## src/secd_pkg.sv

```systemverilog
`default_nettype none
// ----------------------------------------------------------------------------
// secd_pkg
// Shared types and constants of the sampled-eviction cache directory.
// ----------------------------------------------------------------------------
package secd_pkg;

   typedef enum logic [1:0] {
      OP_LOOKUP   = 2'd0,
      OP_FETCH    = 2'd1,
      OP_COMPLETE = 2'd2,
      OP_INVAL    = 2'd3
   } opcode_type;

   localparam logic [1:0] ST_OK       = 2'd0;
   localparam logic [1:0] ST_NOVICTIM = 2'd1;
   localparam logic [1:0] ST_ABSENT   = 2'd2;

   localparam logic [1:0] MODE_LRU = 2'd0;
   localparam logic [1:0] MODE_LFU = 2'd1;

   localparam logic [2:0] REG_ENTRIES = 3'd0;
   localparam logic [2:0] REG_POLICY  = 3'd1;
   localparam logic [2:0] REG_SAMPLES = 3'd2;
   localparam logic [2:0] REG_AGING   = 3'd3;
   localparam logic [2:0] REG_ASYNC   = 3'd4;

   typedef struct packed {
      logic [1:0]  opcode;
      logic [63:0] tensor_key;
      logic [63:0] tensor_bytes;
      logic [31:0] row_count;
      logic [31:0] col_count;
   } req_type;

   typedef struct packed {
      logic [1:0] status;
      logic       hit;
      logic [7:0] slot;
      logic       ready_res;
      logic       evicted;
      logic [8:0] pending_transfers;
   } rsp_type;

   typedef struct packed {
      logic [8:0]  entries_in_use;
      logic [1:0]  policy_mode;
      logic [6:0]  sample_count;
      logic [31:0] aging_period;
      logic        async_enable;
   } cfg_type;

   typedef enum logic [4:0] {
      S_IDLE, S_AGE_CHK, S_AGE_DIV, S_AGE_RD, S_AGE_WR, S_SCAN_RD, S_SCAN,
      S_DECIDE, S_DROP_SCAN_RD, S_DROP_SCAN, S_SAMP_RNG, S_SAMP_RD,
      S_SAMP_SCORE, S_DIV, S_SAMP_CMP, S_VICTIM, S_FILL, S_TOUCH_RD,
      S_TOUCH_WR, S_RESP
   } state_type;

endpackage
`default_nettype wire

```

## src/secd_csr.sv

```systemverilog
`default_nettype none
// ----------------------------------------------------------------------------
// secd_csr
// APB-style configuration registers of the directory.
// ----------------------------------------------------------------------------
module secd_csr (
   input  wire logic        clock,
   input  wire logic        reset,
   input  wire logic        psel,
   input  wire logic        penable,
   input  wire logic        pwrite,
   input  wire logic [4:0]  paddr,
   input  wire logic [31:0] pwdata,
   output logic [31:0]      prdata,
   output logic             pready,
   output secd_pkg::cfg_type cfg
);
   import secd_pkg::*;

   cfg_type cfg_ff, cfg_in;
   logic    wr;

   assign wr = psel && penable && pwrite;

   always_comb begin
      cfg_in = cfg_ff;
      if (wr) begin
         case (paddr[4:2])
            REG_ENTRIES: cfg_in.entries_in_use = pwdata[8:0];
            REG_POLICY:  cfg_in.policy_mode    = pwdata[1:0];
            REG_SAMPLES: cfg_in.sample_count   = pwdata[6:0];
            REG_AGING:   cfg_in.aging_period   = pwdata;
            REG_ASYNC:   cfg_in.async_enable   = pwdata[0];
            default:     cfg_in = cfg_ff;
         endcase
      end
   end

   always_ff @(posedge clock) begin
      if (reset) begin
         cfg_ff.entries_in_use <= 9'd256;
         cfg_ff.policy_mode    <= 2'd2;
         cfg_ff.sample_count   <= 7'd16;
         cfg_ff.aging_period   <= 32'd65536;
         cfg_ff.async_enable   <= 1'b1;
      end else begin
         cfg_ff <= cfg_in;
      end
   end

   always_comb begin
      case (paddr[4:2])
         REG_ENTRIES: prdata = {23'd0, cfg_ff.entries_in_use};
         REG_POLICY:  prdata = {30'd0, cfg_ff.policy_mode};
         REG_SAMPLES: prdata = {25'd0, cfg_ff.sample_count};
         REG_AGING:   prdata = cfg_ff.aging_period;
         REG_ASYNC:   prdata = {31'd0, cfg_ff.async_enable};
         default:     prdata = '0;
      endcase
   end

   assign pready = 1'b1;
   assign cfg    = cfg_ff;
endmodule
`default_nettype wire

```

## config.mk

```make
export PLATFORM = sky130hd
export DESIGN_NAME = secd_csr
export DESIGN_NICKNAME = d
export VERILOG_FILES = /design/src/secd_pkg.sv /design/src/secd_csr.sv
export SDC_FILE = /design/constraint.sdc
export NUM_CORES = 1
export LEC_CHECK = 0
export ABC_AREA = 1
export BUFFER_PORTS_ARGS = -buffer_cell sky130_fd_sc_hd__buf_2
export CAP_MARGIN = 20
export CORE_UTILIZATION = 41
export CTS_CLUSTER_SIZE = 16
export DETAILED_ROUTE_END_ITERATION = 10
export MAX_ROUTING_LAYER = met4
export PLACE_DENSITY_LB_ADDON = 0.15
export SETUP_SLACK_MARGIN = 0.05
export SLEW_MARGIN = 20
export SYNTH_ARGS = -nofsm -noshare
export SYNTH_HDL_FRONTEND = slang
export SYNTH_SLANG_ARGS = --single-unit
```

## constraint.sdc

```tcl
create_clock -name clock -period 0.8 [get_ports clock]
set_input_delay 0.04 -clock clock [delete_from_list [all_inputs] [get_ports clock]]
set_output_delay 0.04 -clock clock [all_outputs]
set_load 0.01 [all_outputs]
```

Word-level counts from Yosys, hierarchy flattened
Cells that the tools add are included.
- bits in registers: 51
- input bits: 42
- output and inout port bits: 84
- word-level logic and storage cells: 18
- equality and inequality tests: 4
- muxes and demuxes: 1
- reduce and logical (&&, ||, !) cells: 8
- operators by type and width (operator ; number):
    $pmux 32 s5 ; 1
    $reduce_and 2->1 ; 5
    $eq 3x2->1 const B ; 2
    $eq 3x1->1 const B ; 1
    $eq 3x3->1 const B ; 1
    $logic_not 3->1 ; 1
    $logic_and 1x1->1 ; 2

Depth between registers and ports, before layout
Gate-level depths: netlist of run 1.
- word-level depth: 3
- gate-level depth with buffers: 7
- mapped depth without buffers: 7

Worst setup path after synthesis of run 1
Ideal clock, no wire load.
- path type: in2reg
- start point: input paddr[4]
- end point: register cfg_ff, in the netlist cfg[47]
- library setup time: 0.113 ns
- arrival: 0.756 ns
- required time: 0.687 ns
- slack: -0.069 ns
- stages: 7
- buffers on the path: 1
- cell sequence: inv_2 > nand2_1 > nor2_2 > buf_4 > nand3_1 > nand2_1 > nor2_1
- longest elaborated chain between the ends: 2
- ends and longest elaborated chain (item ; line ; RTL):
    start, declared ; secd_csr.sv:12 ; input wire logic [4:0] paddr,
    $logic_not 3->1 ; secd_csr.sv:28 ; case (paddr[4:2])
    $reduce_and 2->1 (no line) ; - ;
    end signal, assigned ; secd_csr.sv:47 ; cfg_ff <= cfg_in;
    end, declared ; secd_csr.sv:20 ; cfg_type cfg_ff, cfg_in;
No other way between the ends.
A chain may end at the register's enable or synchronous reset.

Final worst setup path of run 1
- start point: register cfg_ff, in the netlist cfg[1]
- end point: output prdata[0]
- longest elaborated chain between the ends: 1
- ends and longest elaborated chain (item ; line ; RTL):
    $pmux 32 s5 ; secd_csr.sv:52 ; case (paddr[4:2])
    end, declared ; secd_csr.sv:14 ; output logic [31:0] prdata,
No other way between the ends.

==> results of run 1 <==
-- layer usage --
metal,track usage,up-vias
met2,0.402,99
li1,-,1535
met4,0.0464,0
met1,0.251,1352
met3,0.0420,2
met5,-,-
-- Yosys cell counts (all sizes together) --
library cell | count | share of area
a21oi | 1 | 0.0020
buf | 15 | 0.038
clkbuf | 3 | 0.0045
clkinv | 1 | 0.0015
conb | 1 | 0.0015
dfxtp | 51 | 0.41
inv | 63 | 0.094
nand2 | 116 | 0.17
nand3 | 30 | 0.067
nand4 | 2 | 0.0050
nor2 | 127 | 0.20
o21ai | 5 | 0.010
-- final timing paths --
check,startpoint,to,slack (ns),depth (start not counted)
max,cfg[1],prdata[0],-0.29,5
min,pwdata[0],cfg[0],0.02,3
max reg2reg,cfg[1],cfg[1],0.03,4
min reg2reg,cfg[31],cfg[31],0.50,2
-- area by class of cell --
type	count	area (um^2)
sequential	51	1090
fill	502	1520
clock buffer	5	68.8
multi-input combinational	283	1310
tap	75	93.8
clock inverter	2	13.8
inverter	64	251
timing repair buffer	171	1580
-- power by group through the flow --
stage          combinational [uW]  sequential [uW]  clock [uW]
2_1_floorplan                 297             2670           0
3_3_place_gp                  569             2650           0
3_5_place_dp                  576             2650           0
4_1_cts                       638             2600        1500
5_1_grt                       831             2610        1600
6_report                      762             2600        1430
-- critical path: cells and delay by family (launching register included) --
| family | cells | cell delay (ns) |
|---|---|---|
| AND/OR/NAND/NOR | 4 | 0.29 |
| flip-flops | 1 | 0.33 |
| buffers and inverters | 1 | 0.13 |
-- stage by stage --
stage               hold WS (ns)  instance area (um^2)  utilization
floorplan                  0.166                  2530            -
global placement           0.256                  3320        0.561
detailed placement         0.259                  3320        0.561
CTS                      0.00655                  3880        0.655
global route              0.0174                  4400        0.744
finish                    0.0158                  4400        0.744
-- kinds of logic (layout without fill, tap and decap cells) --
kind of cell    Yosys count  after routing  share of synthesized area
compound gates            6              6                     0.0120
flops                    51             51                      0.407
simple gates            275            276                      0.441
buf+inv                  82            242                      0.139
other cells               1              1                    0.00150
-- repair_timing --
action                                 4_1_cts  5_1_grt
pin swaps                                   37       18
hold buffers                                 4        0
gates cloned                                 0        8
setup buffers                                4       18
endpoints found under the hold margin        4        0
setup endpoints to repair                   83      124
resized for setup                          115       83
==> qor.yml, run 1 <==
sta:
  rsz0062_at_grt: "yes"
  slew_viol_final: 0
  fin_crit_ns: 1.09
  fin_worst_skew_ns: 0
  setup_tns_ns: -7.47
  setup_ws_ns: -0.291
  max_freq_ghz: 0.916
  min_period_over_period: 1.36
  finalSetupViolCount: 92
  finalHoldViolations: 0
clocking:
  clkTransAtPathRegs_ns: 0.09
  ctsRootBufferMaster: "clkbuf_8"
  cts_tree: "yes"
  clk_path_buf_depth: 2
  h-tree-depth: 2
  cts_buffers: 5
  clk_latency_ns: 0.29
  cts.sinks: 51
power_and_ir_drop:
  p_switching_uw: 1260
  p_int_uw: 3540
  p_sw_frac: 0.263
  power_density_nw_per_um2: 1090
  irDropWorstVdd_uv: 754
  power_frac_seq: 0.543
  power_leakage_uw: 0.00217
  p_comb_frac: 0.159
  power_uw: 4800
  p_clk_frac: 0.298
global_routing:
  antenna_found_initial: 0
  grt_max_degree: 52
  grt_pass1_vias: 2406
  track_usage: 0.221
  grt_overflow: 0
  grt_pass1_wl_mm: 10.8
synth:
  netlist_area_um2: 2510
  synth_nets: 457
  synth_area_per_cell_um2: 6.04
  syn_inst: 415
  synth_warnings: 0
  yosysSeqAreaShare: 0.407
  ys_ff_latch: 51
  yosysUniqueCellTypes: 20
die:
  placementRows: 28
  io_pins: 126
  fp.coreArea_um2: 5920
  die_w_um: 80.2
  die_area_um2: 6430
  start_util: 0.423
  die_h_um: 80.2
placed_design:
  post-place-ws_ns: -0.250
  gp_congestion: 0.789
  dp_cells: 611
  hpwl_mm: 4.70
  io_buffers: 122
worst_setup_path:
  arrival_ns: 1.05
  crit_slowest_cell: "dfxtp_2"
  path_cells: "nand4_1, nand2_2, nor2_1, nand2_1, buf_2"
  critPathKind: "register to primary output"
  start_kind: "register"
  cp-end-kind: "primary output"
  crit_fanout: 2
  required_ns: 0.76
  crit_path_max_incr_delay_ns: 0.33
layout:
  fin_cells: 651
  syn2layout_area_growth_pct: 75.6
  largest_register_ffs: 51
  final_cell_mix: "nor2_1, nand2_1, buf_6"
  nets: 618
  drive_gt1_frac: 0.505
  antenna_cells: 0
  final_common_cell: "nor2_1"
job:
  drv_cap: 0
drt:
  drc: 0
  drtAntennaViolNets: 0
  vias_per_cell: 4.59
  highest_layer: "met4"
  wl_met1_mm: 3.37
  wl_met2_mm: 4.13
  via_count: 2988
  drt_iter0_markers: 115
  first_pass_iters: 4
  totalWireLength_mm: 7.98
  routedWlPerCell_um: 12.3
  dr_wl_met3_um: 468
run_status:
  violations: "setup timing"
  status: "finished with violations"
hold_path:
  hold_path.class: "input port to register"
Power figures use the tool's default switching activity.
==> run 2, diff against run 1 <==
--- a/config.mk
+++ b/config.mk
@@ -5,12 +5,12 @@
 export SDC_FILE = /design/constraint.sdc
 export NUM_CORES = 1
 export LEC_CHECK = 0
-export ABC_AREA = 1
 export BUFFER_PORTS_ARGS = -buffer_cell sky130_fd_sc_hd__buf_2
 export CAP_MARGIN = 20
 export CORE_UTILIZATION = 41
 export CTS_CLUSTER_SIZE = 16
 export DETAILED_ROUTE_END_ITERATION = 10
+export GPL_TIMING_DRIVEN = 1
 export MAX_ROUTING_LAYER = met4
 export PLACE_DENSITY_LB_ADDON = 0.15
 export SETUP_SLACK_MARGIN = 0.05
==> run 2 against run 1 <==
The run still ends with setup timing left; die area decreased by 1.0%; largest power group unchanged; wire length increased by 71%; worst hold slack better by 0.0073 ns.
==> qor.yml, run 2 <==
sta:
  setup_ws_ns: -0.633  # -0.342 ns
  slew_viol_final: 0  # unchanged
  finalHoldViolations: 0  # unchanged
  finalSetupViolCount: 96  # +4.3%
  fin_worst_skew_ns: 0  # unchanged
  hold_ws_ns: 0.0230  # +0.00727 ns
  fin_crit_ns: 1.43  # +0.342 ns
  min_period_over_period: 1.79  # +0.428
  rsz0062_at_grt: "yes"
  max_freq_ghz: 0.698  # -24%
worst_setup_path:
  arrival_ns: 1.39  # +0.34 ns
  crit_slowest_cell: "mux4_2"
  crit_path_max_incr_delay_ns: 0.48  # +0.15 ns
  crit_buf_inv: 1  # unchanged
  required_ns: 0.76  # about the same
  cp.depth: 3  # -2
  crit_fanout: 2  # unchanged
  cp-end-kind: "primary output"
  path_cells: "mux4_2, nor2b_4, buf_6"
  critPathTopFamily: "multiplexers"
  r2r.worst_path.cells: 4  # unchanged
  start_kind: "register"
  critPathKind: "register to primary output"
clocking:
  cts_buffers: 5  # unchanged
  clk_path_buf_depth: 2  # unchanged
  cts_tree: "yes"
  cts.sinks: 51  # unchanged
  ctsRootBufferMaster: "clkbuf_8"
  h-tree-depth: 2  # unchanged
  clkTransAtPathRegs_ns: 0.10  # about the same
  clk_latency_ns: 0.31  # +0.02 ns
die:
  fp.coreArea_um2: 5680  # -4.1%
  start_util: 0.437  # +0.0137
  die_area_um2: 6370  # -1.0%
  placementRows: 27  # -3.6%
  die_h_um: 79.8  # -0.51%
  io_pins: 126  # unchanged
  die_w_um: 79.8  # -0.51%
layout:
  fin_area_um2: 5300  # +20%
  fin_cells: 567  # -13%
  final_cell_mix: "buf_6, buf_2, dfxtp_2"
  final_common_cell: "buf_6"
  drive_gt1_frac: 0.715  # +0.210
  largest_register_ffs: 51  # unchanged
  antenna_cells: 0  # unchanged
  nets: 536  # -13%
  syn2layout_area_growth_pct: 114
drt:
  vias_per_cell: 6.06  # +32%
  routedWlPerCell_um: 24.0  # +96%
  via_count: 3435  # +15%
  first_pass_iters: 5  # +1
  drc: 0  # unchanged
  drtAntennaViolNets: 0  # unchanged
  totalWireLength_mm: 13.6  # +71%
  drt_iter0_markers: 318  # +180%
global_routing:
  grt_pass1_wl_mm: 15.8  # +46%
  grt_overflow: 0  # unchanged
  grt_max_degree: 21  # -60%
  track_usage: 0.334  # +0.113
  grt_pass1_vias: 3170  # +32%
  antenna_found_initial: 0  # unchanged
synth:
  synth_warnings: 0  # unchanged
  yosysUniqueCellTypes: 36  # +80%
  netlist_area_um2: 2480  # -1.0%
  ys_ff_latch: 51  # unchanged
  yosysMostFrequentCell: "dfxtp_1"
  yosys.area.top_type_share: 0.411  # +0.00431
  async_flop_share: 0  # unchanged
  synth_area_per_cell_um2: 8.56  # +42%
  synth_area_leaders: "dfxtp_1, mux2i_1, a21oi_1, nand3_1, and2_1"
  synth_flop_cell: "dfxtp_1"
  yosys-top-cells-count: "dfxtp_1, a21oi_1, nand3_1, o21ai_0, and2_1"
  synth_area_leader_cell: "dfxtp_1"
  synth_nets: 332  # -27%
  syn_inst: 290  # -30%
  yosysSeqAreaShare: 0.411  # +0.00431
  synth_edf_count: 0  # unchanged
power_and_ir_drop:
  power_density_nw_per_um2: 1020  # -6.8%
  irDropWorstVdd_uv: 1000  # +33%
  power_leakage_uw: 0.00223  # +3.1%
  power_uw: 5390  # +12%
placed_design:
  hpwl_mm: 5.54  # +18%
  io_buffers: 122  # unchanged
  dp_cells: 510  # -17%
  placedInstanceArea_um2: 3760  # +13%
  gp_congestion: 0.790  # +0.13%
run_status:
  violations: "setup timing"
  status: "finished with violations"
hold_path:
  hold_path.class: "input port to register"
  hold_depth: 3  # unchanged
job:
  drv_cap: 0  # unchanged
[run 2: changes by cell type in the layout (fill, tap and decap cells not counted), moves of 25 or more]
cell,previous run,this run
a21oi_2,0,30
buf_6,72,100
inv_1,48,0
nand2_1,86,7
nand2_2,26,1
nand3_1,25,0
nor2_1,113,5
[run 2: power breakdown]
part,switching [uW],leakage (uW),internal [uW]
logic,573,0.00175,551
registers,20.7,0.000432,2560
clock network,891,0.0000515,793
[run 2: worst register-to-register path, delay by kind of cell, from the launching register on]
kind	cells	cell delay [ns]
compound gates	2	0.24
buf+inv	2	0.20
flops	1	0.38
[run 2: per-stage QoR]
step | setup slack (ns) | util | TNS [ns]
after floorplan | -0.150 | - | -1.53
after global placement | -0.272 | 0.663 | -17.09
after detailed placement | -0.325 | 0.663 | -18.47
after CTS | -0.585 | 0.847 | -9.36
after global routing | -0.650 | 0.934 | -14.61
final | -0.633 | 0.934 | -13.09
[run 2: layout make-up]
cell class | instances | area (um^2)
well taps | 72 | 90.1
multi-input cells | 212 | 1860
repair buffers | 224 | 2170
flip-flops and latches | 51 | 1080
clock buffers | 8 | 100
fillers | 149 | 374
[run 2: cells by family after synthesis]
kind of cell / share of synthesized area
compound gates: 0.160
buf+inv: 0.0540
simple gates: 0.266
other cells: 0.00151
mux: 0.106
flops: 0.411
[run 2: timing repair]
item / in CTS / in global routing
endpoints found under the hold margin: 25 / 1
resized for setup: 142 / 116
pin swaps: 28 / 26
setup endpoints to repair: 99 / 131
setup buffers: 12 / 19
hold buffers: 25 / 1
gates cloned: 3 / 2
[run 2: path summary, 6_finish.rpt]
check | from | endpoint | slack (ns)
setup / recovery | cfg[2] | prdata[1] | -0.63
hold / removal | pwdata[3] | cfg[4] | 0.02
setup reg to reg | cfg[1] | cfg[1] | -0.10
hold reg to reg | cfg[18] | cfg[18] | 0.50
[run 2: metal layers]
layer	GRT usage	part of all wire	vias to the layer above
li1	-	-	1418
met1	0.382	0.36	1633
met3	0.0606	0.083	101
met4	0.123	0.065	0
met2	0.579	0.49	283
met5	-	0	-
==> run 3, diff against run 2 <==
--- a/config.mk
+++ b/config.mk
@@ -5,6 +5,7 @@
 export SDC_FILE = /design/constraint.sdc
 export NUM_CORES = 1
 export LEC_CHECK = 0
+export ABC_AREA = 1
 export BUFFER_PORTS_ARGS = -buffer_cell sky130_fd_sc_hd__buf_2
 export CAP_MARGIN = 20
 export CORE_UTILIZATION = 41
@@ -14,6 +15,7 @@
 export MAX_ROUTING_LAYER = met4
 export PLACE_DENSITY_LB_ADDON = 0.15
 export SETUP_SLACK_MARGIN = 0.05
+export SKIP_LAST_GASP = 1
 export SLEW_MARGIN = 20
 export SYNTH_ARGS = -nofsm -noshare
 export SYNTH_HDL_FRONTEND = slang
==> run 3 against run 2 <==
The run still ends with setup timing left; utilization decreased by 20 points; design area decreased by 18%; maximum frequency increased by 31%; sequential share of layout area increased by 4.5 points; wire length decreased by 42%; critical path depth increased by 2; register-to-register slack improved by 0.11 ns; first-iteration DRC count decreased by 62%; cell count increased by 15%; combinational power decreased by 33%; via count decreased by 13%; worst hold slack got worse by 0.0044 ns.
==> qor.yml, run 3 (synthesis gave the netlist of run 1 again) <==
drt:
  vias_per_cell: 4.59  # -24%
  totalWireLength_mm: 7.95  # -42%
  first_pass_iters: 4  # -1
  via_count: 2984  # -13%
  routedWlPerCell_um: 12.2  # -49%
  drtAntennaViolNets: 0  # unchanged
  drt_iter0_markers: 122  # -62%
  drc: 0  # unchanged
power_and_ir_drop:
  power_density_nw_per_um2: 1100  # +8.1%
  p_sw_frac: 0.261  # -0.0147
  p_int_uw: 3530  # -9.5%
  p_comb_frac: 0.158  # -0.051
  irDropWorstVdd_uv: 748  # -25%
  p_switching_uw: 1250  # -16%
  power_frac_seq: 0.545  # +0.066
  p_clk_frac: 0.297  # -0.016
  power_leakage_uw: 0.00214  # -4.0%
sta:
  fin_worst_skew_ns: 0  # unchanged
  setup_tns_ns: -7.22  # +5.87 ns
  rsz0062_at_grt: "yes"
  finalHoldViolations: 0  # unchanged
  setup_ws_ns: -0.291  # +0.342 ns
  slew_viol_final: 0  # unchanged
  max_freq_ghz: 0.916  # +31%
  fin_crit_ns: 1.09  # -0.342 ns
  min_period_over_period: 1.36  # -0.428
  finalSetupViolCount: 89  # -7.3%
hold_path:
  hold_path.class: "input port to register"
  hp-start: "pwdata[0]"
  hold_path_end: "cfg[0]"
  hold_depth: 3  # unchanged
placed_design:
  hpwl_mm: 4.70  # -15%
  gp_congestion: 0.789  # -0.13%
  io_buffers: 122  # unchanged
  post-place-ws_ns: -0.250  # +0.0746 ns
  placedInstanceArea_um2: 3320  # -12%
  dp_cells: 611  # +20%
global_routing:
  track_usage: 0.220  # -0.114
  antenna_found_initial: 0  # unchanged
  grt_max_degree: 52  # +150%
  grt_pass1_vias: 2386  # -25%
  grt_overflow: 0  # unchanged
  grt_pass1_wl_mm: 10.8  # -32%
die:
  die_area_um2: 6430  # +1.0%
  start_util: 0.423  # -0.0137
  die_w_um: 80.2  # +0.51%
  die_h_um: 80.2  # +0.51%
  placementRows: 28  # +3.7%
  io_pins: 126  # unchanged
  fp.coreArea_um2: 5920  # +4.3%
layout:
  antenna_cells: 0  # unchanged
  nets: 617  # +15%
  drive_gt1_frac: 0.490  # -0.225
  fin_cells: 650  # +15%
  final_cell_mix: "nor2_1, nand2_1, buf_2"
  fin_area_um2: 4350  # -18%
  syn2layout_area_growth_pct: 73.5
  fillerInstances: 515  # +250%
  final_common_cell: "nor2_1"
  largest_register_ffs: 51  # unchanged
run_status:
  status: "finished with violations"
  violations: "setup timing"
worst_setup_path:
  path_cells: "nand4_1, nand2_2, nor2_1, nand2_1, buf_2"
  arrival_ns: 1.05  # -0.34 ns
  reg2reg_from: "cfg[1]"
  reg2reg_slack_ns: 0.01  # +0.11 ns
  cp-end-kind: "primary output"
  start_kind: "register"
  r2r.worst_path.cells: 4  # unchanged
  crit_fanout: 2  # unchanged
  critPathKind: "register to primary output"
  required_ns: 0.76  # about the same
  crit_path_max_incr_delay_ns: 0.33  # -0.15 ns
  timing.rr.end: "cfg[1]"
  crit_slowest_cell: "dfxtp_2"
clocking:
  clk_path_buf_depth: 2  # unchanged
  clkTransAtPathRegs_ns: 0.09  # about the same
  h-tree-depth: 2  # unchanged
  ctsRootBufferMaster: "clkbuf_8"
  cts.sinks: 51  # unchanged
  clk_latency_ns: 0.29  # -0.02 ns
  cts_tree: "yes"
  cts_buffers: 5  # unchanged
job:
  drv_cap: 0  # unchanged
run 3: cell count changes in the layout (fill, tap and decap cells not counted), sizes merged, moves of 26 or more:
cell   before  now
buf       197  161
nand2       9  116
a21oi      36    1
nor2       10  128
inv         0   62
o21ai      31    5
run 3: worst max path at each step:
stage	startpoint	to	slack, ns	depth (start not counted)
after floorplan	paddr[3]	cfg[29]	-0.05	7
after global routing	cfg[0]	prdata[0]	-0.36	5
after detailed placement	paddr[2]	cfg[43]	-0.25	6
after CTS	cfg[0]	prdata[0]	-0.29	5
final	cfg[1]	prdata[0]	-0.29	5
after global placement	paddr[2]	cfg[47]	-0.24	6
run 3: what timing repair did:
item                                    CTS  global route
endpoints found under the setup margin   83           124
pin swaps                                37            12
buffers inserted                          4            17
hold endpoints to repair                  4             0
hold buffers                              4             0
resized for setup                       109            75
gates cloned                              0             8
run 3: metrics by stage:
step                      hold slack (ns)   util  power, uW
after CTS                         0.00655  0.649       4730
after global placement              0.256  0.561       3220
after global routing               0.0172  0.735       5030
final                              0.0186  0.735       4780
after floorplan                     0.166      -       2960
after detailed placement            0.259  0.561       3230
run 3: critical path: cells and delay by family, from the launching register on:
kind          cells  cell delay (ns)
flops             1             0.33
simple gates      4             0.29
buf+inv           1             0.13
run 3: per-layer routing:
layer,part of all wire,vias up,track usage
met2,0.52,97,0.400
met4,0.0026,0,0.0464
met3,0.049,2,0.0420
met1,0.43,1353,0.250
li1,-,1532,-
met5,0,-,-
run 3: area by class of cell:
cell class | count | area [um^2] | area share
multi-input combinational | 283 | 1290 | 0.296
clock buffer | 5 | 68.8 | 0.0158
clock inverter | 2 | 13.8 | 0.00316
inverter | 64 | 251 | 0.0578
tap | 75 | 93.8 | 0.0216
timing repair buffer | 170 | 1550 | 0.356
sequential | 51 | 1090 | 0.250
run 3: power by group through the flow:
stage | clock [uW] | combinational (uW) | sequential (uW)
global placement | 0 | 569 | 2650
floorplan | 0 | 297 | 2670
global route | 1600 | 821 | 2610
detailed placement | 0 | 576 | 2650
finish | 1420 | 753 | 2600
CTS | 1500 | 634 | 2600
