`src/secd_divider.sv`:
```
`default_nettype none
// ----------------------------------------------------------------------------
// secd_divider
// Radix-2 restoring divider, 64-bit dividend by 33-bit divisor, one bit a cycle,
// giving both quotient and remainder.
// ----------------------------------------------------------------------------
module secd_divider (
   input  wire logic        clock,
   input  wire logic        reset,
   input  wire logic        start,
   input  wire logic [63:0] dividend,
   input  wire logic [32:0] divisor,
   output logic             done,
   output logic [63:0]      quotient,
   output logic [32:0]      remainder
);
   logic [63:0] quot_ff, quot_in;
   logic [33:0] rem_ff, rem_in;
   logic [32:0] dvs_ff, dvs_in;
   logic [6:0]  cnt_ff, cnt_in;
   logic        busy_ff, busy_in, done_ff, done_in;
   logic [33:0] trial;

   always_comb begin
      quot_in = quot_ff;
      rem_in  = rem_ff;
      dvs_in  = dvs_ff;
      cnt_in  = cnt_ff;
      busy_in = busy_ff;
      done_in = 1'b0;
      trial   = {rem_ff[32:0], quot_ff[63]};
      if (start) begin
         quot_in = dividend;
         rem_in  = '0;
         dvs_in  = divisor;
         cnt_in  = 7'd0;
         busy_in = 1'b1;
      end else if (busy_ff) begin
         if (trial >= {1'b0, dvs_ff}) begin
            rem_in  = trial - {1'b0, dvs_ff};
            quot_in = {quot_ff[62:0], 1'b1};
         end else begin
            rem_in  = trial;
            quot_in = {quot_ff[62:0], 1'b0};
         end
         cnt_in = cnt_ff + 7'd1;
         if (cnt_ff == 7'd63) begin
            busy_in = 1'b0;
            done_in = 1'b1;
         end
      end
   end

   always_ff @(posedge clock) begin
      quot_ff <= quot_in;
      rem_ff  <= rem_in;
      dvs_ff  <= dvs_in;
      cnt_ff  <= cnt_in;
      if (reset) begin
         busy_ff <= 1'b0;
         done_ff <= 1'b0;
      end else begin
         busy_ff <= busy_in;
         done_ff <= done_in;
      end
   end

   assign done      = done_ff;
   assign quotient  = quot_ff;
   assign remainder = rem_ff[32:0];
endmodule
`default_nettype wire

```
`config.mk`:
```
export PLATFORM = sky130hd
export DESIGN_NAME = secd_divider
export DESIGN_NICKNAME = d
export VERILOG_FILES = /design/src/secd_divider.sv
export SDC_FILE = /design/constraint.sdc
export NUM_CORES = 1
export LEC_CHECK = 0
export BUFFER_PORTS_ARGS = -buffer_cell sky130_fd_sc_hd__buf_2
export CORE_MARGIN = 2
export CORE_UTILIZATION = 40
export CTS_BUF_LIST = sky130_fd_sc_hd__clkbuf_2
export CTS_CLUSTER_SIZE = 40
export DETAILED_ROUTE_END_ITERATION = 10
export SLEW_MARGIN = 20
export SYNTH_ARGS = -nofsm -noshare
export SYNTH_HDL_FRONTEND = slang
export SYNTH_SLANG_ARGS = --single-unit
```
`constraint.sdc`:
```
create_clock -name clock -period 5.45 [get_ports clock]
set_clock_uncertainty 0.1 [all_clocks]
set_input_delay 0.8175 -clock clock [delete_from_list [all_inputs] [get_ports clock]]
set_output_delay 0.8175 -clock clock [all_outputs]
set_load 0.05 [all_outputs]
```
After elaboration in Yosys (flattened, before gate mapping)
Index checks and enable logic that the tools add are counted.
{ "totals": {"regBits": 139, "latchBits": 0, "ram_bits": 0, "romBits": 0, "in_bits": 100, "n_memories": 0} }
{ "op_classes": {"addsub": 2, "n_mul": 0, "div": 0, "order_cmp": 1, "eq_ne": 1, "n_shift": 0, "muxes": 8, "bitwise": 1, "reduce_logical": 2} }
{ "ops": {"columns": ["cell", "count"], "rows": [
  ["$mux W64", 2],
  ["$ge A34 B33 Y1", 1],
  ["$mux W33", 1],
  ["$sub A33 B33 Y33", 1],
  ["$add A7 B1 Y7 const B", 1],
  ["$eq A7 B6 Y1 const B", 1],
  ["$mux W1", 5],
  ["$reduce_or A3 Y1", 1],
  ["$reduce_bool A2 Y1", 1],
  ["$not A1 Y1", 1]
]} }

Logic depth before layout (Yosys ltp)
Gate-level depths: netlist (run 1).
{ "logic_depth": {"word_depth": 4, "ltp_mapped": 15} }

Least setup slack after synthesis (run 1)
No wires, ideal clock.
{ "synth_timing": {"path_type": "reg2reg", "startpoint": "register quot_ff[63], in the netlist quotient[63]", "endpoint": "register quot_ff[0], in the netlist quotient[0] (data pin)", "setup_time_ns": 0.260, "arrival_ns": 2.993, "required_ns": 5.090, "setup_slack_ns": 2.097, "stages_incl_launch_ff": 13, "path_buffers": 1, "synth_period_minus_slack_ns": 3.353, "cell_sequence": "edfxtp_1 inv_1 ha_1 inv_1 fa_1 a21oi_1 o211ai_1 a31oi_1 o221ai_2 o221ai_2 nand2_1 buf_2 mux2_2"} }
{ "synth_via": {"elab_chain_cells": 4} }
{ "synth_lines": {"columns": ["element", "line", "source"], "rows": [
  ["start: declaration", "17", "logic [63:0] quot_ff, quot_in;"],
  ["start signal: assignment", "55", "quot_ff <= quot_in;"],
  ["$ge A34 B33 Y1", "39", "if (trial >= {1'b0, dvs_ff}) begin"],
  ["$mux W1", "39", null],
  ["$mux W64", "38", "end else if (busy_ff) begin"],
  ["$mux W64", "32", "if (start) begin"],
  ["via quot_in[0]", "17", null]
]} }
The timed path passes the listed nets, and every way through them passes these cells. The select of a mux whose other input is x is not followed.
A chain may end at the register's enable or synchronous reset.

Worst setup path after layout (run 1)
{ "layout_timing": {"startpoint": "register quot_ff[63], in the netlist quotient[63]", "endpoint": "register rem_ff[5]"} }
{ "layout_via": {"elab_chain_cells": 2} }
{ "layout_lines": {"columns": ["element", "line", "source"], "rows": [
  ["$sub A33 B33 Y33 or $ge A34 B33 Y1 (tied branches)", "40, 39", null],
  ["$mux W33 *", "39", null],
  ["end signal: assignment", "56", "rem_ff <= rem_in;"],
  ["end: declaration", "18", "logic [33:0] rem_ff, rem_in;"]
]} }
Mark *: on every way between the ends. The rest lies on a longest branch, timed or not.

==> results of run 1 <==
-- state kept, by name, indices dropped and copies added (netlist names) --
signal,flops
done,1
dvs_ff,33
busy_ff,1
rem_ff,33
cnt_ff,7
quotient,64
-- logic make-up (layout without fill, tap and decap cells) --
group                    Yosys count  count (layout)  share of synthesized area
AO/OA/AOI/OAI                    161             161                      0.151
XOR/XNOR                          27              27                     0.0319
adder cells (fa/ha/maj)           35              35                     0.0602
buffers and inverters             78             282                     0.0431
flip-flops                       139             139                      0.507
multiplexers                      73              73                      0.109
other                              0               3                          0
AND/OR/NAND/NOR                  161             161                     0.0977
-- stage by stage --
stage / instances / total power, mW
floorplan: 674 / 2.00
global placement: 1075 / 2.21
detailed placement: 1075 / 2.21
CTS: 1107 / 2.84
global route: 1108 / 2.97
finish: 1110 / 2.81
-- cell type report --
type                       instances  area, sq um
sequential                       139         3750
antenna                            3         7.51
tap                              229          287
multi-input combinational        457         3330
fill                            1697         9270
clock buffer                      18         90.1
inverter                          48          180
timing repair buffer             202         1030
clock inverter                    14          144
-- cell usage in the layout (no fill, tap or decap), types with 4 or more instances in the layout --
cell                       synthesis  routed
sky130_fd_sc_hd__buf_2             6     196
sky130_fd_sc_hd__edfxtp_1         97      97
sky130_fd_sc_hd__mux2_2           64      64
sky130_fd_sc_hd__nor2_1           59      59
sky130_fd_sc_hd__a21oi_1          55      55
sky130_fd_sc_hd__nand2_1          50      50
sky130_fd_sc_hd__inv_1            48      47
sky130_fd_sc_hd__dfxtp_1          42      41
sky130_fd_sc_hd__ha_1             34      34
sky130_fd_sc_hd__a211oi_1         20      20
sky130_fd_sc_hd__o21ai_0          19      19
sky130_fd_sc_hd__clkbuf_2          0      18
sky130_fd_sc_hd__xnor2_1          17      17
sky130_fd_sc_hd__nand3_1          12      12
sky130_fd_sc_hd__a311oi_1         11      11
sky130_fd_sc_hd__a21o_1           11      11
sky130_fd_sc_hd__xor2_1           10      10
sky130_fd_sc_hd__mux2i_1           9       9
sky130_fd_sc_hd__nand4_1           9       9
sky130_fd_sc_hd__nor3_1            7       7
sky130_fd_sc_hd__inv_8             0       6
sky130_fd_sc_hd__buf_4             1       6
sky130_fd_sc_hd__o31ai_1           5       5
sky130_fd_sc_hd__o21bai_1          5       5
sky130_fd_sc_hd__inv_6             0       5
sky130_fd_sc_hd__and3_1            4       4
sky130_fd_sc_hd__o211ai_1          4       4
sky130_fd_sc_hd__nand2b_1          4       4
-- worst max-delay path, cell delays in order (launching register included) --
cell                       delay [ns]
sky130_fd_sc_hd__edfxtp_1        0.45
sky130_fd_sc_hd__inv_1           0.08
sky130_fd_sc_hd__ha_1            0.16
sky130_fd_sc_hd__inv_1           0.05
sky130_fd_sc_hd__fa_1            0.41
sky130_fd_sc_hd__a21oi_1         0.24
sky130_fd_sc_hd__o211ai_1        0.10
sky130_fd_sc_hd__a31oi_1         0.30
sky130_fd_sc_hd__o221ai_2        0.16
sky130_fd_sc_hd__o221ai_2        0.25
sky130_fd_sc_hd__and2_1          0.64
sky130_fd_sc_hd__buf_4           0.40
sky130_fd_sc_hd__nand2_1         0.08
sky130_fd_sc_hd__o31a_1          0.11
sky130_fd_sc_hd__a211oi_1        0.22
-- per-layer routing --
| layer | vias to the layer above | share of wire | global-route usage |
|---|---|---|---|
| li1 | 2878 | - | - |
| met5 | - | 0.00071 | 0 |
| met1 | 2649 | 0.44 | 0.235 |
| met3 | 10 | 0.076 | 0.0732 |
| met2 | 158 | 0.48 | 0.314 |
| met4 | 2 | 0.0070 | 0.0399 |
-- power by group --
| group | switching, mW | internal, mW |
|---|---|---|
| sequential | 0.0623 | 1.24 |
| combinational | 0.597 | 0.286 |
| clock | 0.466 | 0.153 |
-- final timing paths --
check / start / end / slack, ns / cells past startpoint
max reg2reg: quotient[63] / rem_ff[5] / 1.65 / 14
min reg2reg: cnt_ff[6] / cnt_ff[6] / 0.41 / 2
min: divisor[3] / dvs_ff[3] / 0.13 / 1
max: quotient[63] / rem_ff[5] / 1.65 / 14
==> out/summary.txt, run 1 <==
=================================================================================
Largest cells by area after synthesis                                sky130_fd_sc_hd__edfxtp_1, sky130_fd_sc_hd__dfxtp_1, sky130_fd_sc_hd__mux2_2
Resized Gates After CTS                                                         0
Cell types with the highest counts after synthesis                   sky130_fd_sc_hd__edfxtp_1, sky130_fd_sc_hd__mux2_2, sky130_fd_sc_hd__nor2_1
Final hold violation count                                                      0
Violations in the final reports                                               DRC
Yosys warning count                                                             0
CTS HTree Levels                                                                4
Sum Neg Setup Slack                                                          0 ns
Remaining global-route overflow                                                 0
Most frequently used cell type in the post-synthesis netlist         sky130_fd_sc_hd__edfxtp_1
Ratio of final minimum period to clock period                               0.697
Run status                                                           finished, violations left
FF+latch count, synth                                                         139
Clock Latency Late Sink                                                   0.74 ns
Syn Area/Cell                                                          11.0 sq um
Net Count, Synth                                                              809
Number of synthesized flops with an enable pin                                 97
Leading register cell type out of synthesis                          sky130_fd_sc_hd__edfxtp_1
Library cell occupying the most area in the post-synthesis netlist   sky130_fd_sc_hd__edfxtp_1
Maximum number of pins on one net before global-route repair                   76
Seq/Total Area, Yosys                                                       0.507
Post-detailed-placement cell area                                      8580 sq um
Port Buf Inserts                                                              197
Average wire per cell in the routed design                           16.4 microns
Final design utilization                                                    0.488
Number of top-level pins                                                      198
Fraction of final layout cells with drive strength greater than 1           0.359
CP max FO                                                                      24
Die Height                                                            140 microns
Average via count per standard cell                                          5.13
Total of endpoints with negative setup slack in the final report                0
Reg clk slew, reported paths                                              0.27 ns
Number of cells produced by synthesis                                         674
Vias                                                                         5697
RSZ-0062 raised after global routing                                        false
Post-Syn Area                                                          7400 sq um
Maxcap violations                                                               0
Power Density                                                         318 nW/um^2
Floorplan Core Area                                                   18100 sq um
Final Critical Period                                                     3.80 ns
Final RePlAce weighted congestion                                           0.824
Slew margin rel.                                                            0.396
Maximum clock rate                                                      0.263 GHz
DPL Wire Length                                                           13.2 mm
Number of nets in the finished design                                        1000
Transition at the pin with the smallest max-transition slack             0.907 ns
Crit start category                                                          flop
Routed WL                                                                 18.2 mm
Sink Count                                                                    139
Clock root buffer                                                    sky130_fd_sc_hd__clkbuf_2
Antenna violation net count after detailed routing                              0
Type of the worst setup path                                         flop to flop
Portion of synthesized cell area occupied by the leading cell type          0.393
Clock buffer count from CTS                                                    17
Fin. max-slew vios                                                              0
Fraction of synthesis flops using an asynchronous set or reset pin              0
Setup Slack @ Placement                                                   1.64 ns
Element type at the critical path end                                        flop
Final design instance area without fill                                8820 sq um
Die Width                                                             140 microns
Full die area                                                         19600 sq um
Cts hold-fix bufs                                                               0
Maximum number of buffers from clock root to sink                               2
Hold/Removal Path Class                                              primary input to flop
Placement Rows                                                                 49
Area Overhead vs Synth                                                      19.1%
GRT Util Overall                                                            0.189
Max IR drop VDD                                                            193 uV
Critical Path RT                                                          6.02 ns
Detailed-routing iteration count for the pre-antenna-repair pass                8
Vias in the first global route                                               5602
Initial core utilization                                                    0.409
P_leak                                                                    3.83 nW
Buffers inserted by post-CTS timing repair                                      0
Wire length of the first global-routing pass                              29.3 mm
Number of antenna violations at the first check in global routing               4
Number of DRC markers in iteration 0                                          299
CP Data Arrival Time                                                      4.37 ns
Hold Slack                                                               0.125 ns
Clock tree from TritonCTS                                                    done
Final WS setup                                                            1.65 ns
Number of DRC violations after detailed routing                                 8
Count of unique library cells instantiated by Yosys                            63
=================================================================================
Note: power is estimated with default switching activity, not from simulation.
==> run 2: changes to the inputs <==
ABC_AREA = 1   (was not set)
clock period = 3.7 ns   (was 5.45 ns; I/O delays follow)
==> out/summary.txt, run 2 <==
=================================================================================
Hold/Removal Path Class                                              primary input to flop   unchanged
Setup Slack @ Placement                                                   1.08 ns   was 1.64 ns
Critical Path RT                                                          4.28 ns   was 6.02 ns
Number of nets in the finished design                                        1591   was 1000
Sink Count                                                                    139   unchanged
Ratio of final minimum period to clock period                               0.729   was 0.697
Sum Neg Setup Slack                                                          0 ns   unchanged
Seq/Total Area, Yosys                                                       0.442   was 0.507
Remaining global-route overflow                                                 0   unchanged
CP max FO                                                                      36   was 24
Number of antenna violations at the first check in global routing               1   was 4
Maxcap violations                                                               0   unchanged
Element type at the critical path end                                        flop   unchanged
Most frequently used cell type in the post-synthesis netlist         sky130_fd_sc_hd__nand2_1   was sky130_fd_sc_hd__edfxtp_1
Portion of synthesized cell area occupied by the leading cell type          0.343   was 0.393
Number of cells produced by synthesis                                        1168   was 674
Full die area                                                         22400 sq um   was 19600 sq um
Commonest cells after routing, fill and taps aside                   sky130_fd_sc_hd__nand2_1, sky130_fd_sc_hd__buf_2, sky130_fd_sc_hd__inv_1, sky130_fd_sc_hd__dlygate4sd3_1, sky130_fd_sc_hd__edfxtp_1   was sky130_fd_sc_hd__buf_2, sky130_fd_sc_hd__edfxtp_1, sky130_fd_sc_hd__mux2_2, sky130_fd_sc_hd__nor2_1, sky130_fd_sc_hd__a21oi_1
Resized Gates After CTS                                                         0   unchanged
Crit start category                                                          flop   unchanged
Cell with the biggest individual delay on the critical path          sky130_fd_sc_hd__fa_1   was sky130_fd_sc_hd__and2_1
Commonest non-fill, non-tap cell in the layout                       sky130_fd_sc_hd__nand2_1   was sky130_fd_sc_hd__buf_2
Vias                                                                         8062   was 5697
Fraction of final layout cells with drive strength greater than 1           0.187   was 0.359
Count of unique library cells instantiated by Yosys                            37   was 63
P_leak                                                                    5.89 nW   was 3.83 nW
Wire length of the first global-routing pass                              38.3 mm   was 29.3 mm
Placement Rows                                                                 53   was 49
Fraction of synthesis flops using an asynchronous set or reset pin              0   unchanged
Routed WL                                                                 23.6 mm   was 18.2 mm
Number of DRC violations after detailed routing                                 0   was 8
Total of endpoints with negative setup slack in the final report                0   unchanged
Net Count, Synth                                                             1303   was 809
Clock Latency Late Sink                                                   0.76 ns   was 0.74 ns
Final Critical Period                                                     2.70 ns   was 3.80 ns
Worst path top cell family by delay                                  simple AND/OR/NAND/NOR gates   was compound AO/OA/AOI/OAI gates
Average wire per cell in the routed design                           13.5 microns   was 16.4 microns
Final RePlAce weighted congestion                                           0.906   was 0.824
Maximum number of buffers from clock root to sink                               2   unchanged
CP Data Arrival Time                                                      3.27 ns   was 4.37 ns
Type of the worst setup path                                         flop to flop   unchanged
Max reg flops                                                                  64   unchanged
Detailed-routing iteration count for the pre-antenna-repair pass                5   was 8
FF+latch count, synth                                                         139   unchanged
Average via count per standard cell                                          4.61   was 5.13
Area Overhead vs Synth                                                      28.8%   was 19.1%
Final WS setup                                                            1.00 ns   was 1.65 ns
Initial core utilization                                                    0.405   was 0.409
Vias in the first global route                                               7780   was 5602
Floorplan Core Area                                                   21000 sq um   was 18100 sq um
Leading register cell type out of synthesis                          sky130_fd_sc_hd__edfxtp_1   unchanged
Port Buf Inserts                                                              197   unchanged
Clock root buffer                                                    sky130_fd_sc_hd__clkbuf_2   unchanged
CTS HTree Levels                                                                4   unchanged
Number of DRC markers in iteration 0                                          450   was 299
Post-Syn Area                                                          8490 sq um   was 7400 sq um
Max IR drop VDD                                                            215 uV   was 193 uV
Clock tree from TritonCTS                                                    done   unchanged
Final hold violation count                                                      0   unchanged
Transition at the pin with the smallest max-transition slack             0.799 ns   was 0.907 ns
Number of top-level pins                                                      198   unchanged
Power Density                                                         329 nW/um^2   was 318 nW/um^2
Chain of cells forming the critical path                             inv_1 -> ha_1 -> inv_1 -> fa_1 -> nand3_1 -> nand3_2 -> nand2_2 -> nand2_2 -> nand2_4 -> nand2_8 -> nand2_1 -> nand3_1 -> o21ai_1   was inv_1 -> ha_1 -> inv_1 -> fa_1 -> a21oi_1 -> o211ai_1 -> a31oi_1 -> o221ai_2 -> o221ai_2 -> and2_1 -> buf_4 -> nand2_1 -> o31a_1 -> a211oi_1
Antenna violation net count after detailed routing                              0   unchanged
GRT Util Overall                                                            0.217   was 0.189
Die Height                                                            150 microns   was 140 microns
RSZ-0062 raised after global routing                                        false   unchanged
Fin. max-slew vios                                                              0   unchanged
Slew margin rel.                                                            0.467   was 0.396
Number of synthesized flops with an enable pin                                 97   unchanged
Maximum number of pins on one net before global-route repair                   72   was 76
Critical path buffer and inverter count                                         2   was 3
Run status                                                           finished clean   was finished, violations left
Clock buffer count from CTS                                                    17   unchanged
Reg clk slew, reported paths                                              0.25 ns   was 0.27 ns
Die Width                                                             150 microns   was 140 microns
Slowest stage delay, CP                                                   0.45 ns   was 0.64 ns
Maximum clock rate                                                      0.371 GHz   was 0.263 GHz
DPL Wire Length                                                           16.8 mm   was 13.2 mm
Library cell occupying the most area in the post-synthesis netlist   sky130_fd_sc_hd__edfxtp_1   unchanged
Cell types with the highest counts after synthesis                   sky130_fd_sc_hd__nand2_1, sky130_fd_sc_hd__inv_1, sky130_fd_sc_hd__edfxtp_1   was sky130_fd_sc_hd__edfxtp_1, sky130_fd_sc_hd__mux2_2, sky130_fd_sc_hd__nor2_1
Fillers                                                                      2104   was 1697
Largest cells by area after synthesis                                sky130_fd_sc_hd__edfxtp_1, sky130_fd_sc_hd__nand2_1, sky130_fd_sc_hd__dfxtp_1   was sky130_fd_sc_hd__edfxtp_1, sky130_fd_sc_hd__dfxtp_1, sky130_fd_sc_hd__mux2_2
Design Power                                                              3.59 mW   was 2.81 mW
Syn Area/Cell                                                          7.27 sq um   was 11.0 sq um
Yosys warning count                                                             0   unchanged
=================================================================================
[run 2: cell types whose count changed after synthesis, sizes merged, moves of 15 or more]
cell / change
inv: +138
nand3b: +15
a21oi: -31
nand2: +480
mux2: -64
nand3: +74
a211oi: -21
[run 2: per-stage QoR]
| step | instance area (sq um) | utilization | std cells | hold WS (ns) |
|---|---|---|---|---|
| finish | 10900 | 0.522 | 1748 | 0.173 |
| global route | 10900 | 0.522 | 1748 | 0.118 |
| CTS | 10900 | 0.521 | 1744 | 0.106 |
| detailed placement | 9710 | 0.463 | 1614 | 0.369 |
| global placement | 9710 | 0.463 | 1614 | 0.362 |
| floorplan | 8490 | - | 1168 | 0.348 |
[run 2: metal layers]
layer  share of wire  track usage  wire length (microns)
met1            0.46        0.282                  10900
met2            0.46        0.364                  11000
met3           0.059       0.0476                   1380
met4           0.015       0.0580                    344
met5               0            0                      0
[run 2: layout make-up]
type	count	area, sq um	area share
Timing Repair Buffer	300	2020	0.185
Clock inverter	14	146	0.0134
Antenna cell	4	10.0	0.000915
Clock buffer	18	90.1	0.00824
Sequential cell	139	3750	0.343
Inverter	189	709	0.0649
Multi-Input combinational cell	809	3860	0.353
Tap cell	275	344	0.0315
[run 2: what timing repair did]
item / CTS / global route
buffers inserted: 0 / 0
hold buffers: 98 / 0
endpoints found under the hold margin: 99 / 0
[run 2: power by group]
part | total [mW] | switching [mW] | internal, mW
sequential | 1.85 | 0.0531 | 1.79
clock | 0.947 | 0.673 | 0.274
combinational | 0.801 | 0.548 | 0.254
[run 2: path summary, 6_finish.rpt]
path                      from         end  slack (ns)  cells after the start
hold reg to reg      cnt_ff[1]   cnt_ff[1]        0.39                      2
setup reg to reg  quotient[63]  rem_ff[14]        1.00                     13
setup / recovery  quotient[63]  rem_ff[14]        1.00                     13
hold / removal           start  dvs_ff[28]        0.17                      1
[run 2: cell families after synthesis]
group | after synthesis | share of synthesized area
and+or+nand+nor | 711 | 0.357
buffers and inverters | 220 | 0.103
DFF | 139 | 0.442
AOI/OAI and AO/OA | 48 | 0.0299
adders and majority gates | 35 | 0.0525
xor gates and xnor gates | 15 | 0.0155
==> run 3: changes to the inputs <==
clock period = 2.2 ns   (was 3.7 ns; I/O delays follow)
==> out/summary.txt, run 3 (synthesized netlist as in run 2, its figures left out) <==
================================================================================
Final hold violation count                                                     0   unchanged
Total net switching power                                                2.30 mW   was 1.27 mW
Initial core utilization                                                   0.405   unchanged
Slew margin rel.                                                           0.658   was 0.467
RSZ-0062 raised after global routing                                        true   was false
Startpoint of the worst register-to-register path                   quotient[63]   unchanged
Die Height                                                           150 microns   unchanged
Startpoint of the lowest-slack hold path                             divisor[22]   was start
DPL Wire Length                                                          18.7 mm   was 16.8 mm
Hold/Removal Path Class                                             primary input to flop   unchanged
Full die area                                                        22400 sq um   unchanged
Run status                                                          finished, violations left   was finished clean
Worst-case hold path end point                                        dvs_ff[22]   was dvs_ff[28]
Setup Slack @ Placement                                               -0.0640 ns   was 1.08 ns
Die Width                                                            150 microns   unchanged
Detailed-routing iteration count for the pre-antenna-repair pass               5   unchanged
Clock tree from TritonCTS                                                   done   unchanged
Number of DRC markers in iteration 0                                         432   was 450
Area Overhead vs Synth                                                     48.0%   was 28.8%
Remaining global-route overflow                                                0   unchanged
Transition at the pin with the smallest max-transition slack            0.512 ns   was 0.799 ns
CP max FO                                                                      7   was 36
Number of nets in the finished design                                       1693   was 1591
P_leak                                                                   6.58 nW   was 5.89 nW
Maximum clock rate                                                     0.440 GHz   was 0.371 GHz
Violations in the final reports                                     setup timing
Net switching fraction of the power                                        0.362   was 0.355
Startpoint of the worst setup timing path                           quotient[63]   unchanged
Power Density                                                        506 nW/um^2   was 329 nW/um^2
Routed WL                                                                27.3 mm   was 23.6 mm
Average via count per standard cell                                         4.73   was 4.61
Placement Rows                                                                53   unchanged
Vias                                                                        8728   was 8062
Reg clk slew, reported paths                                             0.29 ns   was 0.25 ns
Wire length of the first global-routing pass                             41.6 mm   was 38.3 mm
Chain of cells forming the critical path                            inv_2 -> ha_4 -> inv_2 -> fa_2 -> nand3_2 -> nand3_2 -> nand2_2 -> nand2_4 -> nand2_8 -> clkbuf_16 -> a31oi_4   was inv_1 -> ha_1 -> inv_1 -> fa_1 -> nand3_1 -> nand3_2 -> nand2_2 -> nand2_2 -> nand2_4 -> nand2_8 -> nand2_1 -> nand3_1 -> o21ai_1
Number of antenna violations at the first check in global routing              1   unchanged
Relative contribution of sequential cells to total power                   0.490   was 0.514
Critical path buffer and inverter count                                        3   was 2
Number of DRC violations after detailed routing                                0   unchanged
Type of the worst setup path                                        flop to flop   unchanged
Element type at the critical path end                                       flop   unchanged
Fin. max-slew vios                                                             0   unchanged
GRT Util Overall                                                           0.237   was 0.217
Critical Path RT                                                         2.60 ns   was 4.28 ns
Port Buf Inserts                                                             197   unchanged
Maximum number of buffers from clock root to sink                              2   unchanged
Final RePlAce weighted congestion                                          0.947   was 0.906
Internal Pwr Total                                                       4.05 mW   was 2.32 mW
Max reg flops                                                                 64   unchanged
Clock root buffer                                                   sky130_fd_sc_hd__clkbuf_2   unchanged
Number of top-level pins                                                     198   unchanged
Crit start category                                                         flop   unchanged
CTS HTree Levels                                                               4   unchanged
CP Data Arrival Time                                                     2.67 ns   was 3.27 ns
Fraction of final layout cells with drive strength greater than 1          0.318   was 0.187
Average wire per cell in the routed design                          14.8 microns   was 13.5 microns
Vias in the first global route                                              8410   was 7780
Ratio of final minimum period to clock period                               1.03   was 0.729
Commonest cells after routing, fill and taps aside                  sky130_fd_sc_hd__nand2_1, sky130_fd_sc_hd__buf_2, sky130_fd_sc_hd__inv_1, sky130_fd_sc_hd__dlygate4sd3_1, sky130_fd_sc_hd__edfxtp_1   unchanged
Floorplan Core Area                                                  21000 sq um   unchanged
Sink Count                                                                   139   unchanged
Worst path top cell family by delay                                 simple AND/OR/NAND/NOR gates   unchanged
Sum Neg Setup Slack                                                    -0.943 ns   was 0 ns
Commonest non-fill, non-tap cell in the layout                      sky130_fd_sc_hd__nand2_1   unchanged
Worst Reg-to-Reg Cells                                                        11   was 13
Total of endpoints with negative setup slack in the final report              32   was 0
Slowest stage delay, CP                                                  0.47 ns   was 0.45 ns
FF-to-FF End                                                         quotient[0]   was rem_ff[14]
Antenna violation net count after detailed routing                             0   unchanged
Combinational share of power                                               0.244   was 0.223
Final WS setup                                                        -0.0714 ns   was 1.00 ns
Max IR drop VDD                                                           382 uV   was 215 uV
Final Critical Period                                                    2.27 ns   was 2.70 ns
Cell with the biggest individual delay on the critical path         sky130_fd_sc_hd__edfxtp_1   was sky130_fd_sc_hd__fa_1
Min-Delay Path Depth                                                           2   was 1
Maximum number of pins on one net before global-route repair                  63   was 72
Clock buffer count from CTS                                                   17   unchanged
Fillers                                                                     1995   was 2104
Clock Latency Late Sink                                                  0.76 ns   about the same
Maxcap violations                                                              0   unchanged
Part of the total power dissipated in the clock network                    0.267   was 0.263
Reg2Reg Setup Slack                                                     -0.07 ns   was 1.00 ns
Final design utilization                                                   0.600   was 0.522
================================================================================
-- run 3: cell types whose count changed in the layout (fill, tap and decap cells not counted), moves of 7 or more --
cell                      change
sky130_fd_sc_hd__dfxtp_2      +7
sky130_fd_sc_hd__nor2_1      -11
sky130_fd_sc_hd__nand2_2     +44
sky130_fd_sc_hd__nand3_1     -14
sky130_fd_sc_hd__ha_4        +24
sky130_fd_sc_hd__nor2_2       +7
sky130_fd_sc_hd__dfxtp_1      -7
sky130_fd_sc_hd__nand3_2     +14
sky130_fd_sc_hd__nand2_1     -50
sky130_fd_sc_hd__inv_2        +9
sky130_fd_sc_hd__ha_1        -24
sky130_fd_sc_hd__inv_1        -9
sky130_fd_sc_hd__buf_4       +84
-- run 3: layout make-up --
type,instances,area [sq um],area share
Multi-Input combinational cell,813,4590,0.365
Tap cell,275,344,0.0274
Clock buffer,17,85.1,0.00677
Sequential cell,139,3760,0.299
Clock inverter,15,173,0.0137
Timing Repair Buffer,398,2900,0.231
Inverter,189,709,0.0565
Antenna cell,1,2.50,0.000199
-- run 3: worst reg2reg max path: stages, from the launching register on --
cell and delay, ns:
sky130_fd_sc_hd__edfxtp_1 0.47, sky130_fd_sc_hd__inv_2 0.10, sky130_fd_sc_hd__ha_4 0.13, sky130_fd_sc_hd__inv_2 0.04, sky130_fd_sc_hd__fa_2 0.40, sky130_fd_sc_hd__nand3_2 0.09
sky130_fd_sc_hd__nand3_2 0.10, sky130_fd_sc_hd__nand2_2 0.12, sky130_fd_sc_hd__nand2_4 0.11, sky130_fd_sc_hd__nand2_8 0.13, sky130_fd_sc_hd__clkbuf_16 0.18, sky130_fd_sc_hd__a31oi_4 0.07
-- run 3: worst max path at each step --
stage                              to  cells after the start  slack (ns)
final                     quotient[0]                     11       -0.07
after global routing       rem_ff[12]                     13       -0.12
after CTS                  rem_ff[32]                     17       -0.02
after detailed placement   rem_ff[26]                     13       -0.06
after global placement     rem_ff[16]                     11       -0.02
after floorplan             rem_ff[3]                     13       -0.16
-- run 3: timing repair --
item / 4_1_cts / 5_1_grt
hold buffers: 100 / 0
cloned: 3 / 5
hold endpoints to repair: 105 / 0
pin swaps: 13 / 53
buffers inserted: 14 / 9
gates resized for setup: 43 / 106
setup endpoints to repair: 33 / 34
-- run 3: power by group through the flow --
stage	Sequential [mW]	Clock (mW)	Combinational, mW
4_1_cts	3.11	1.74	1.45
3_3_place_gp	3.16	0	1.27
3_5_place_dp	3.16	0	1.28
2_1_floorplan	3.58	0	0.428
5_1_grt	3.13	1.84	1.66
6_report	3.11	1.70	1.55
-- run 3: stage by stage --
stage	std cells	area [sq um]	total power, mW	hold WS, ns
floorplan	1168	8530	4.01	0.309
global placement	1685	10300	4.43	0.359
detailed placement	1685	10300	4.43	0.369
CTS	1834	11900	6.30	0.107
global route	1847	12600	6.64	0.0925
finish	1847	12600	6.36	0.163
-- run 3: metal layers --
| layer | routed length (microns) | track usage | vias to the layer above |
|---|---|---|---|
| met4 | 617 | 0.0675 | 0 |
| met3 | 1390 | 0.0506 | 38 |
| li1 | - | - | 4428 |
| met1 | 12000 | 0.304 | 4010 |
| met5 | 0 | 0 | - |
| met2 | 13200 | 0.405 | 252 |
